File: src/sv/erpt_pkg.sv
// ----------------------------------------------------------------------------
// erpt_pkg: shared types and constants
// Angle constants, CORDIC table, queue word layout and the product schedule
// of the rigid point transform.
// ----------------------------------------------------------------------------
package erpt_pkg;

    // Angles in Q16.16 degrees, carried as 28-bit signed values
    localparam logic signed [27:0] DEG360 = 28'sd23592960;
    localparam logic signed [27:0] DEG180 = 28'sd11796480;
    localparam logic signed [27:0] DEG90  = 28'sd5898240;

    // CORDIC gain in Q30
    localparam logic signed [33:0] CORDIC_K = 34'sd652032874;

    // Product schedule: matrix products first, then the point products
    localparam logic [4:0] MAT_STEPS = 5'd14;
    localparam logic [4:0] LAST_STEP = 5'd22;

    // Destinations besides the nine matrix entries
    localparam logic [3:0] DST_TA = 4'd9;
    localparam logic [3:0] DST_TB = 4'd10;

    typedef enum logic [2:0] {
        ST_IDLE, ST_TRIG, ST_MAT, ST_DRAIN, ST_ROUND, ST_SCALE, ST_OUT
    } t_state;

    typedef enum logic [2:0] {
        SRC_CY, SRC_SY, SRC_CP, SRC_SP, SRC_CR, SRC_SR, SRC_TA, SRC_TB
    } t_src;

    typedef enum logic [1:0] {
        WB_SET, WB_ADD, WB_SUB
    } t_wb;

    typedef struct packed {
        t_src       a;
        t_src       b;
        logic [3:0] dst;
        t_wb        mode;
    } t_mop;

    // One queued word: point, offset, reduced angles (roll, pitch, yaw)
    typedef struct packed {
        logic [2:0][31:0] cam;
        logic [2:0][31:0] eff;
        logic [2:0][27:0] ang;
        logic [2:0]       negc;
    } t_item;

    // arctan(2^-i) in Q16.16 degrees
    function automatic logic [21:0] atan_deg(input logic [4:0] i);
        logic [21:0] v;
        case (i)
            5'd0:    v = 22'd2949120;
            5'd1:    v = 22'd1740967;
            5'd2:    v = 22'd919879;
            5'd3:    v = 22'd466945;
            5'd4:    v = 22'd234379;
            5'd5:    v = 22'd117304;
            5'd6:    v = 22'd58665;
            5'd7:    v = 22'd29335;
            5'd8:    v = 22'd14668;
            5'd9:    v = 22'd7334;
            5'd10:   v = 22'd3667;
            5'd11:   v = 22'd1833;
            5'd12:   v = 22'd917;
            5'd13:   v = 22'd458;
            5'd14:   v = 22'd229;
            5'd15:   v = 22'd115;
            5'd16:   v = 22'd57;
            5'd17:   v = 22'd29;
            5'd18:   v = 22'd14;
            5'd19:   v = 22'd7;
            5'd20:   v = 22'd4;
            5'd21:   v = 22'd2;
            5'd22:   v = 22'd1;
            default: v = 22'd0;
        endcase
        return v;
    endfunction

    // Matrix product schedule; entries are row-major m[3*row+col]
    function automatic t_mop mat_op(input logic [4:0] s);
        t_mop op;
        case (s)
            5'd0:    op = '{SRC_CY, SRC_SP, DST_TA, WB_SET};
            5'd1:    op = '{SRC_SY, SRC_SP, DST_TB, WB_SET};
            5'd2:    op = '{SRC_CY, SRC_CP, 4'd0, WB_SET};
            5'd3:    op = '{SRC_SY, SRC_CP, 4'd3, WB_SET};
            5'd4:    op = '{SRC_CP, SRC_SR, 4'd7, WB_SET};
            5'd5:    op = '{SRC_CP, SRC_CR, 4'd8, WB_SET};
            5'd6:    op = '{SRC_TA, SRC_SR, 4'd1, WB_SET};
            5'd7:    op = '{SRC_SY, SRC_CR, 4'd1, WB_SUB};
            5'd8:    op = '{SRC_TA, SRC_CR, 4'd2, WB_SET};
            5'd9:    op = '{SRC_SY, SRC_SR, 4'd2, WB_ADD};
            5'd10:   op = '{SRC_TB, SRC_SR, 4'd4, WB_SET};
            5'd11:   op = '{SRC_CY, SRC_CR, 4'd4, WB_ADD};
            5'd12:   op = '{SRC_TB, SRC_CR, 4'd5, WB_SET};
            5'd13:   op = '{SRC_CY, SRC_SR, 4'd5, WB_SUB};
            default: op = '{SRC_CY, SRC_CY, DST_TA, WB_SET};
        endcase
        return op;
    endfunction

    // Row and column of a point product index
    function automatic logic [1:0] pt_row(input logic [3:0] idx);
        logic [1:0] r;
        case (idx)
            4'd0, 4'd1, 4'd2: r = 2'd0;
            4'd3, 4'd4, 4'd5: r = 2'd1;
            default:          r = 2'd2;
        endcase
        return r;
    endfunction

    function automatic logic [1:0] pt_col(input logic [3:0] idx);
        logic [1:0] c;
        case (idx)
            4'd0, 4'd3, 4'd6: c = 2'd0;
            4'd1, 4'd4, 4'd7: c = 2'd1;
            default:          c = 2'd2;
        endcase
        return c;
    endfunction

endpackage

File: src/sv/erpt_front.sv
// ----------------------------------------------------------------------------
// erpt_front: input side
// Accepts words, reduces the three angles into [-90, 90] degrees with a
// cosine sign flag, and holds them in a two-entry queue for the engine.
// ----------------------------------------------------------------------------
module erpt_front (
    input  logic                 i_clk,
    input  logic                 i_rst_n,
    input  logic                 push,
    output logic                 full,
    input  logic signed [31:0]   i_cam_x,
    input  logic signed [31:0]   i_cam_y,
    input  logic signed [31:0]   i_cam_z,
    input  logic signed [31:0]   i_eff_x,
    input  logic signed [31:0]   i_eff_y,
    input  logic signed [31:0]   i_eff_z,
    input  logic signed [25:0]   i_roll_deg,
    input  logic signed [25:0]   i_pitch_deg,
    input  logic signed [25:0]   i_yaw_deg,
    output logic                 o_vld,
    output erpt_pkg::t_item      o_item,
    input  logic                 i_pop
);

    typedef struct packed {
        logic [27:0] ang;
        logic        neg;
    } t_red;

    // Wrap into [-180, 180), then fold beyond +-90 and flag the cosine
    function automatic t_red reduce(input logic signed [25:0] a);
        logic signed [27:0] r;
        t_red               res;
        r = 28'(a);
        if (r < -erpt_pkg::DEG360) begin
            r = r + erpt_pkg::DEG360 + erpt_pkg::DEG360;
        end else if (r < 28'sd0) begin
            r = r + erpt_pkg::DEG360;
        end else if (r >= erpt_pkg::DEG360) begin
            r = r - erpt_pkg::DEG360;
        end
        if (r >= erpt_pkg::DEG180) begin
            r = r - erpt_pkg::DEG360;
        end
        res.neg = 1'b0;
        if (r > erpt_pkg::DEG90) begin
            r = erpt_pkg::DEG180 - r;
            res.neg = 1'b1;
        end else if (r < -erpt_pkg::DEG90) begin
            r = -erpt_pkg::DEG180 - r;
            res.neg = 1'b1;
        end
        res.ang = r;
        return res;
    endfunction

    erpt_pkg::t_item w_item;
    t_red            w_red [3];
    erpt_pkg::t_item r_mem [2];
    logic            r_wp, r_rp;
    logic [1:0]      r_cnt;
    logic            w_wr, w_rd;

    // Classify the incoming word
    always_comb begin
        w_red[0] = reduce(i_roll_deg);
        w_red[1] = reduce(i_pitch_deg);
        w_red[2] = reduce(i_yaw_deg);
        w_item.cam[0] = i_cam_x;
        w_item.cam[1] = i_cam_y;
        w_item.cam[2] = i_cam_z;
        w_item.eff[0] = i_eff_x;
        w_item.eff[1] = i_eff_y;
        w_item.eff[2] = i_eff_z;
        for (int k = 0; k < 3; k++) begin
            w_item.ang[k]  = w_red[k].ang;
            w_item.negc[k] = w_red[k].neg;
        end
    end

    assign full   = (r_cnt == 2'd2);
    assign o_vld  = (r_cnt != 2'd0);
    assign o_item = r_mem[r_rp];
    assign w_wr   = push && !full;
    assign w_rd   = i_pop && o_vld;

    // Queue pointers
    always_ff @(posedge i_clk) begin
        if (!i_rst_n) begin
            r_wp  <= 1'b0;
            r_rp  <= 1'b0;
            r_cnt <= 2'd0;
        end else begin
            if (w_wr) r_wp <= !r_wp;
            if (w_rd) r_rp <= !r_rp;
            r_cnt <= r_cnt + 2'(w_wr) - 2'(w_rd);
        end
    end

    // Queue storage
    always_ff @(posedge i_clk) begin
        if (w_wr) r_mem[r_wp] <= w_item;
    end

endmodule

File: config.mk
export PLATFORM = sky130hd
export DESIGN_NAME = erpt_front
export DESIGN_NICKNAME = d
export VERILOG_FILES = /design/src/sv/erpt_pkg.sv /design/src/sv/erpt_front.sv
export SDC_FILE = /design/constraint.sdc
export NUM_CORES = 1
export LEC_CHECK = 0
export BUFFER_PORTS_ARGS = -buffer_cell sky130_fd_sc_hd__buf_2
export CORE_MARGIN = 2
export CORE_UTILIZATION = 55
export CTS_CLUSTER_DIAMETER = 100
export CTS_CLUSTER_SIZE = 30
export DETAILED_ROUTE_END_ITERATION = 16
export HOLD_SLACK_MARGIN = 0.08
export PLACE_DENSITY_LB_ADDON = 0.2
export SLEW_MARGIN = 20
export SYNTH_ARGS = -nofsm -noshare
export SYNTH_HDL_FRONTEND = slang
export SYNTH_SLANG_ARGS = --single-unit
export TNS_END_PERCENT = 5
File: constraint.sdc
create_clock -name i_clk -period 34.9 [get_ports i_clk]
set_clock_uncertainty 0.1 [all_clocks]
set_input_delay 3.49 -clock i_clk [delete_from_list [all_inputs] [get_ports i_clk]]
set_output_delay 3.49 -clock i_clk [all_outputs]
set_load 0.02 [all_outputs]
==> results of run 1 <==
flip-flops by register name (all words and copies together) (netlist names), named ones only:
name,count
r_cnt,2
r_rp,1
r_wp,1
r_mem,558
layer usage:
| layer | vias up | share of wire | GRT usage |
|---|---|---|---|
| met2 | 558 | 0.50 | 0.426 |
| li1 | 7610 | - | - |
| met4 | 28 | 0.034 | 0.0922 |
| met5 | - | 0.0027 | 0 |
| met1 | 8165 | 0.39 | 0.317 |
| met3 | 122 | 0.075 | 0.0558 |
cell families (layout without fill, tap and decap cells):
| family | count (synthesis) | in the layout |
|---|---|---|
| buf+inv | 105 | 635 |
| flops | 563 | 563 |
| simple gates | 335 | 335 |
| fa+ha+maj | 23 | 23 |
| compound gates | 285 | 285 |
| mux | 294 | 294 |
| other cells | 0 | 19 |
| xor+xnor | 86 | 86 |
metrics by stage:
| stage | hold slack, ns | cell area [um2] | std cells |
|---|---|---|---|
| finish | 0.454 | 29800 | 2847 |
| global route | 0.477 | 29800 | 2841 |
| CTS | 0.466 | 29800 | 2828 |
| detailed placement | 0.439 | 29100 | 2794 |
| global placement | 0.419 | 29100 | 2794 |
| floorplan | 0.404 | 25800 | 1691 |
cells in the final DEF, fill, tap and decap left out, types with 15 or more instances in the layout:
| cell | n |
|---|---|
| clkbuf_16 | 23 |
| ha_1 | 23 |
| nand3_1 | 25 |
| xnor2_1 | 58 |
| buf_2 | 554 |
| mux2_2 | 281 |
| nor2_1 | 52 |
| inv_1 | 34 |
| and2_1 | 15 |
| o21ai_0 | 44 |
| xor2_1 | 25 |
| nand2b_1 | 16 |
| diode_2 | 19 |
| o31ai_1 | 18 |
| nand2_1 | 94 |
| edfxtp_1 | 558 |
| a21oi_1 | 48 |
| nor3_1 | 18 |
layout make-up:
class | count | area share
Antenna cell | 19 | 0.00159
Sequential cell | 563 | 0.566
Multi-Input combinational cell | 1023 | 0.285
Tap cell | 607 | 0.0255
Inverter | 36 | 0.00453
Clock buffer | 31 | 0.0203
Timing Repair Buffer | 565 | 0.0958
Clock inverter | 3 | 0.00134
cells in the mapped netlist, types with 10 or more instances:
library cell and n:
and2_1 15, edfxtp_1 558, xor2_1 25, a211o_1 11
mux2i_1 10, nand3_1 25, nand2b_1 16, mux2_2 281
a21o_1 14, a211oi_1 13, clkbuf_1 49, nor2_1 53
inv_1 34, ha_1 23, nor2b_1 10, o21ai_0 44
nor3_1 18, xnor2_1 58, a21oi_1 48, o31ai_1 18
nand2_1 94, nor4_1 13, a31oi_1 10
path summary, 6_finish.rpt:
path | from | end | slack, ns | depth (start not counted)
setup / recovery | register | o_item[135] | 27.24 | 4
hold / removal | r_rp | register | 0.45 | 2
setup reg to reg | r_cnt[0] | r_mem[0][99] | 30.73 | 6
hold reg to reg | r_rp | register | 0.45 | 2
power groups by stage:
stage	sequential (uW)	combinational, uW	clock [uW]
global route	916	756	350
CTS	908	713	329
detailed placement	923	709	0
global placement	916	701	0
finish	907	709	321
floorplan	943	494	0
worst max-delay path: cells and delay by family (launching register included):
kind                   cells  cell delay [ns]
DFF                        1             0.88
buffers and inverters      3             1.98
muxes                      1             0.43
==> flow_summary_export.csv, run 1 <==
group,metric,value,unit
worst_setup_path,worstPathMaxFanout,80,
synthesis,yosysTopAreaCellShare,0.648,
synthesis,syn_nets,1988,
timing,grt_setup_unrepaired,"false",
placed_design,gp_congestion,0.891,
detailed_routing,dr.pass1.iters,5,
timing,slew_headroom,0.273,
synthesis,synthSimpleGateAreaFrac,0.0731,
timing,timing_hold_violations_final,0,
grt,grt_usage,0.251,
grt,grt_pass1_vias,15700,
timing,setup_viol,0,
synthesis,synth_edf_count,558,
floorplanning,die_x,221,um
synthesis,synthCells,1691,
layout,layout-drive-gt1-share,0.428,
power,p_switching,670,uW
cts,cts_sinks,563,
timing,layout_setup_ws,27.24,ns
job,max_cap_viol_count,0,
power,seqPwrFrac,0.468,
timing,min_period,7.66,ns
detailed_routing,routedWlPerCell,22.9,um
worst_hold_path,min_path_type,"reg -> reg",
synthesis,synth.cell_area,25800,um2
power,swShare,0.346,
synthesis,synthAdderAreaFrac,0.0111,
power,clkPwrFrac,0.166,
synthesis,yosysUniqueCellTypes,116,
grt,grt_start_max_net_pins,81,
detailed_routing,drt_iter0_drc,1437,
synthesis,ys_seq_elements,563,
timing,setup_tns,0,ns
synthesis,synth_compound_area_frac,0.0858,
synthesis,synth_top_family_by_area,"multiplexers",
detailed_routing,postRouteAntennaNets,0,
floorplanning,ios,555,
power,peakVddDrop,0.0567,mV
placed_design,hpwl,47.6,mm
worst_setup_path,cp-start-kind,"register",
worst_setup_path,cp_slowest_stage_delay,0.96,ns
cts,cts-resized-gates,0,
cts,post_cts_buffers,0,
power,power_density,65.0,nW/um2
worst_setup_path,worst-setup-path-type,"reg -> out",
detailed_routing,route.detailed.drc,0,
detailed_routing,viasPerCell,5.79,
layout,multi_input_area,8510,um2
synthesis,avgSynthCellArea,15.3,um2
timing,worst_pin_slew,1.09,ns
grt,grt_first_pass_wirelength,93.6,mm
synthesis,ys_seq_area_frac,0.652,
worst_setup_path,critPathArrivalTime,4.07,ns
worst_setup_path,cp.required,31.31,ns
layout,final_util,0.642,
synthesis,synthMuxAreaShare,0.128,
power,p_comb_frac,0.366,
synthesis,synth_xor_xnor_area_share,0.0304,
layout,fill_cells,3521,
cts,htree_num_levels,1,
synthesis,synthTopCellsByArea,"edfxtp_1, mux2_2, xnor2_1",
synthesis,synth_top_area_cell,"edfxtp_1",
layout,layout.nets,2509,
cts,hold_buffers,0,
cts,worstSkewPairLatency,0.55,ns
placed_design,place_ws,26.87,ns
worst_setup_path,endpoint_kind,"primary output",
cts,root_buffer,"clkbuf_16",
floorplanning,die_y,221,um
floorplanning,initial_core_util,0.556,
cts,cts_tree,"built",
layout,seq_area,16900,um2
power,leakage,0.0109,uW
power,power,1940,uW
grt,overflow,0,
floorplanning,core_area,46500,um2
layout,syn_to_final_growth,15.3,%
floorplanning,die-area,48700,um2
synthesis,synthFlopType,"edfxtp_1",
cts,clk_path_buf_depth,3,
detailed_routing,via_count,16500,
synthesis,yosysWarnings,0,
cts,clk_pin_slew,0.11,ns
timing,fmaxAchievable,131,MHz
worst_setup_path,cp_slowest_cell,"buf_4",
floorplanning,rows,79,
cts,numCtsBuffers,23,
grt,antenna_found_initial,30,
timing,maxSlewViolCount,0,
timing,period_share,0.220,
run_status,status,"complete, no violations",
worst_setup_path,crit_top_cell,"buf_4",
detailed_routing,routed_wl,65.1,mm
placed_design,io_buffers,554,
synthesis,synth_async_sr_flop_share,0,
worst_setup_path,path_cells,"buf_4 > buf_4 > mux2_2 > buf_2",
power,p_int,1270,uW
(Power assumes the default switching activity.)
==> inputs of run 2 (changes only) <==
CORE_UTILIZATION = 50   (was 55)
clock period = 6.2 ns   (was 34.9 ns; I/O delays follow)
==> flow_summary_export.csv, run 2 (synthesized netlist as in run 1, its figures left out) <==
group,metric,value,unit
placed_design,io_buffers,554,
detailed_routing,postRouteAntennaNets,0,
layout,final_common_cell,"edfxtp_1",
placed_design,gp_congestion,0.882,
worst_setup_path,endpoint,"r_mem[1][39]",
cts,htree_num_levels,1,
grt,grt_start_max_net_pins,152,
worst_hold_path,min_path_type,"in -> reg",
power,power_density,360,nW/um2
timing,slew_headroom,0.329,
timing,fmaxAchievable,204,MHz
worst_setup_path,worstPathMaxFanout,20,
power,peakVddDrop,0.227,mV
worst_setup_path,worst-path-stages,14,
grt,grt_pass1_vias,16000,
layout,layout.nets,2565,
detailed_routing,routed_wl,65.4,mm
power,power,11000,uW
worst_setup_path,ff2ff_path_depth,3,
cts,clk_pin_slew,0.11,ns
floorplanning,ios,555,
worst_setup_path,rrSetupSlack,3.41,ns
worst_setup_path,critPathArrivalTime,5.14,ns
detailed_routing,viasPerCell,5.54,
cts,numCtsBuffers,23,
run_status,status,"complete, no violations",
floorplanning,die-area,53500,um2
floorplanning,core_area,51200,um2
detailed_routing,drt_iter0_drc,1239,
floorplanning,die_x,231,um
grt,overflow,0,
worst_setup_path,worst-path-buf-inv,2,
timing,worst_pin_slew,1.01,ns
detailed_routing,dr.pass1.iters,7,
layout,final_cell_mix,"edfxtp_1, buf_2, mux2_2, nand2_1, xnor2_1",
job,max_cap_viol_count,0,
floorplanning,rows,83,
timing,maxSlewViolCount,0,
layout,syn_to_final_growth,18.2,%
worst_setup_path,endpoint_kind,"register",
cts,cts_tree,"built",
worst_setup_path,path_cells,"buf_2 > inv_1 > ha_1 > a211o_1 > a21o_1 > o41ai_1 > a21o_1 > o211a_4 > a2111oi_4 > xnor2_1 > o31ai_1 > a21oi_4 > o21ai_0 > xnor2_1",
worst_setup_path,cp_slowest_stage_delay,0.69,ns
placed_design,hpwl,46.6,mm
detailed_routing,routedWlPerCell,22.0,um
cts,clk_path_buf_depth,3,
cts,post_cts_buffers,0,
grt,grt_first_pass_wirelength,96.6,mm
layout,fill_cells,4046,
layout,layout-drive-gt1-share,0.417,
power,leakage,0.0112,uW
timing,grt_setup_unrepaired,"false",
worst_setup_path,worst-setup-path-type,"in -> reg",
worst_setup_path,cp-start-kind,"input pin",
timing,setup_tns,0,ns
layout,seq_area,16900,um2
cts,root_buffer,"clkbuf_16",
grt,grt_usage,0.234,
cts,worstSkewPairLatency,0.58,ns
timing,setup_viol,0,
timing,hold_slack,0.113,ns
timing,period_share,0.789,
cts,hold_buffers,52,
worst_setup_path,cp_slowest_cell,"o41ai_1",
floorplanning,die_y,231,um
worst_setup_path,critPathTopFamily,"compound AO/OA/AOI/OAI gates",
worst_setup_path,crit_path_start,"i_pitch_deg[21]",
grt,antenna_found_initial,21,
detailed_routing,route.detailed.drc,0,
worst_setup_path,crit-reg2reg-launch,"r_cnt[0]",
timing,timing_hold_violations_final,0,
layout,largest_reg_flops,558,
layout,multi_input_area,8510,um2
floorplanning,initial_core_util,0.505,
cts,cts_sinks,563,
layout,largest-register,"r_mem",
worst_setup_path,worstReg2RegEnd,"r_mem[1][111]",
layout,reg.largest.list,"r_mem (558), r_cnt (2)",
detailed_routing,via_count,16500,
cts,cts-resized-gates,0,
worst_setup_path,cp.required,6.45,ns
timing,min_period,4.89,ns
## run 2: changes by cell type in the layout (fill, tap and decap cells not counted)
| cell | change |
|---|---|
| clkbuf_1 | +3 |
| diode_2 | -9 |
| dlygate4sd3_1 | +57 |
| inv_12 | +1 |
| buf_12 | +6 |
| clkinv_2 | +3 |
| inv_8 | -1 |
| inv_6 | -1 |
| buf_4 | -7 |
| clkinv_8 | +1 |
## run 2: cell type report
type	count	share of cell area
Sequential cell	563	0.552
Multi-Input combinational cell	1023	0.278
Timing Repair Buffer	621	0.114
Tap cell	680	0.0278
Clock buffer	34	0.0202
Inverter	36	0.00442
Clock inverter	6	0.00221
Antenna cell	10	0.000819
## run 2: worst register-to-register path, delay by kind of cell (launching register included)
kind	cells	cell delay (ns)
simple gates	2	1.01
flops	1	0.36
buf+inv	1	0.88
## run 2: routing by layer
layer	track usage	vias up	wire, um
li1	-	7755	-
met1	0.306	8152	26900
met2	0.387	444	32000
met3	0.0544	92	4440
met4	0.0722	24	1990
met5	0	-	166
## run 2: how the worst min path moves through the flow
| stage | slack [ns] | cells past startpoint | to | startpoint |
|---|---|---|---|---|
| after floorplan | 0.40 | 2 | register | r_rp |
| after global placement | 0.42 | 2 | register | r_rp |
| after detailed placement | 0.43 | 2 | register | r_rp |
| after CTS | 0.08 | 1 | r_mem[0][200] | i_cam_x[17] |
| after global routing | 0.08 | 1 | r_mem[0][250] | i_cam_z[3] |
| final | 0.11 | 1 | r_mem[1][182] | i_eff_z[31] |
## run 2: report_power, final
| part | switching [uW] | internal, uW |
|---|---|---|
| clock | 1130 | 723 |
| combinational | 2550 | 1520 |
| sequential | 141 | 4940 |
## run 2: stage by stage
stage                     worst slack (ns)  area (um2)  utilization  instances
final                                 1.31       30600        0.597       2973
after global routing                  1.01       30500        0.597       2969
after CTS                             1.37       30500        0.595       2957
after detailed placement             0.744       29300        0.571       2865
after global placement               0.762       29300        0.571       2865
after floorplan                      -1.60       25900            -       1691
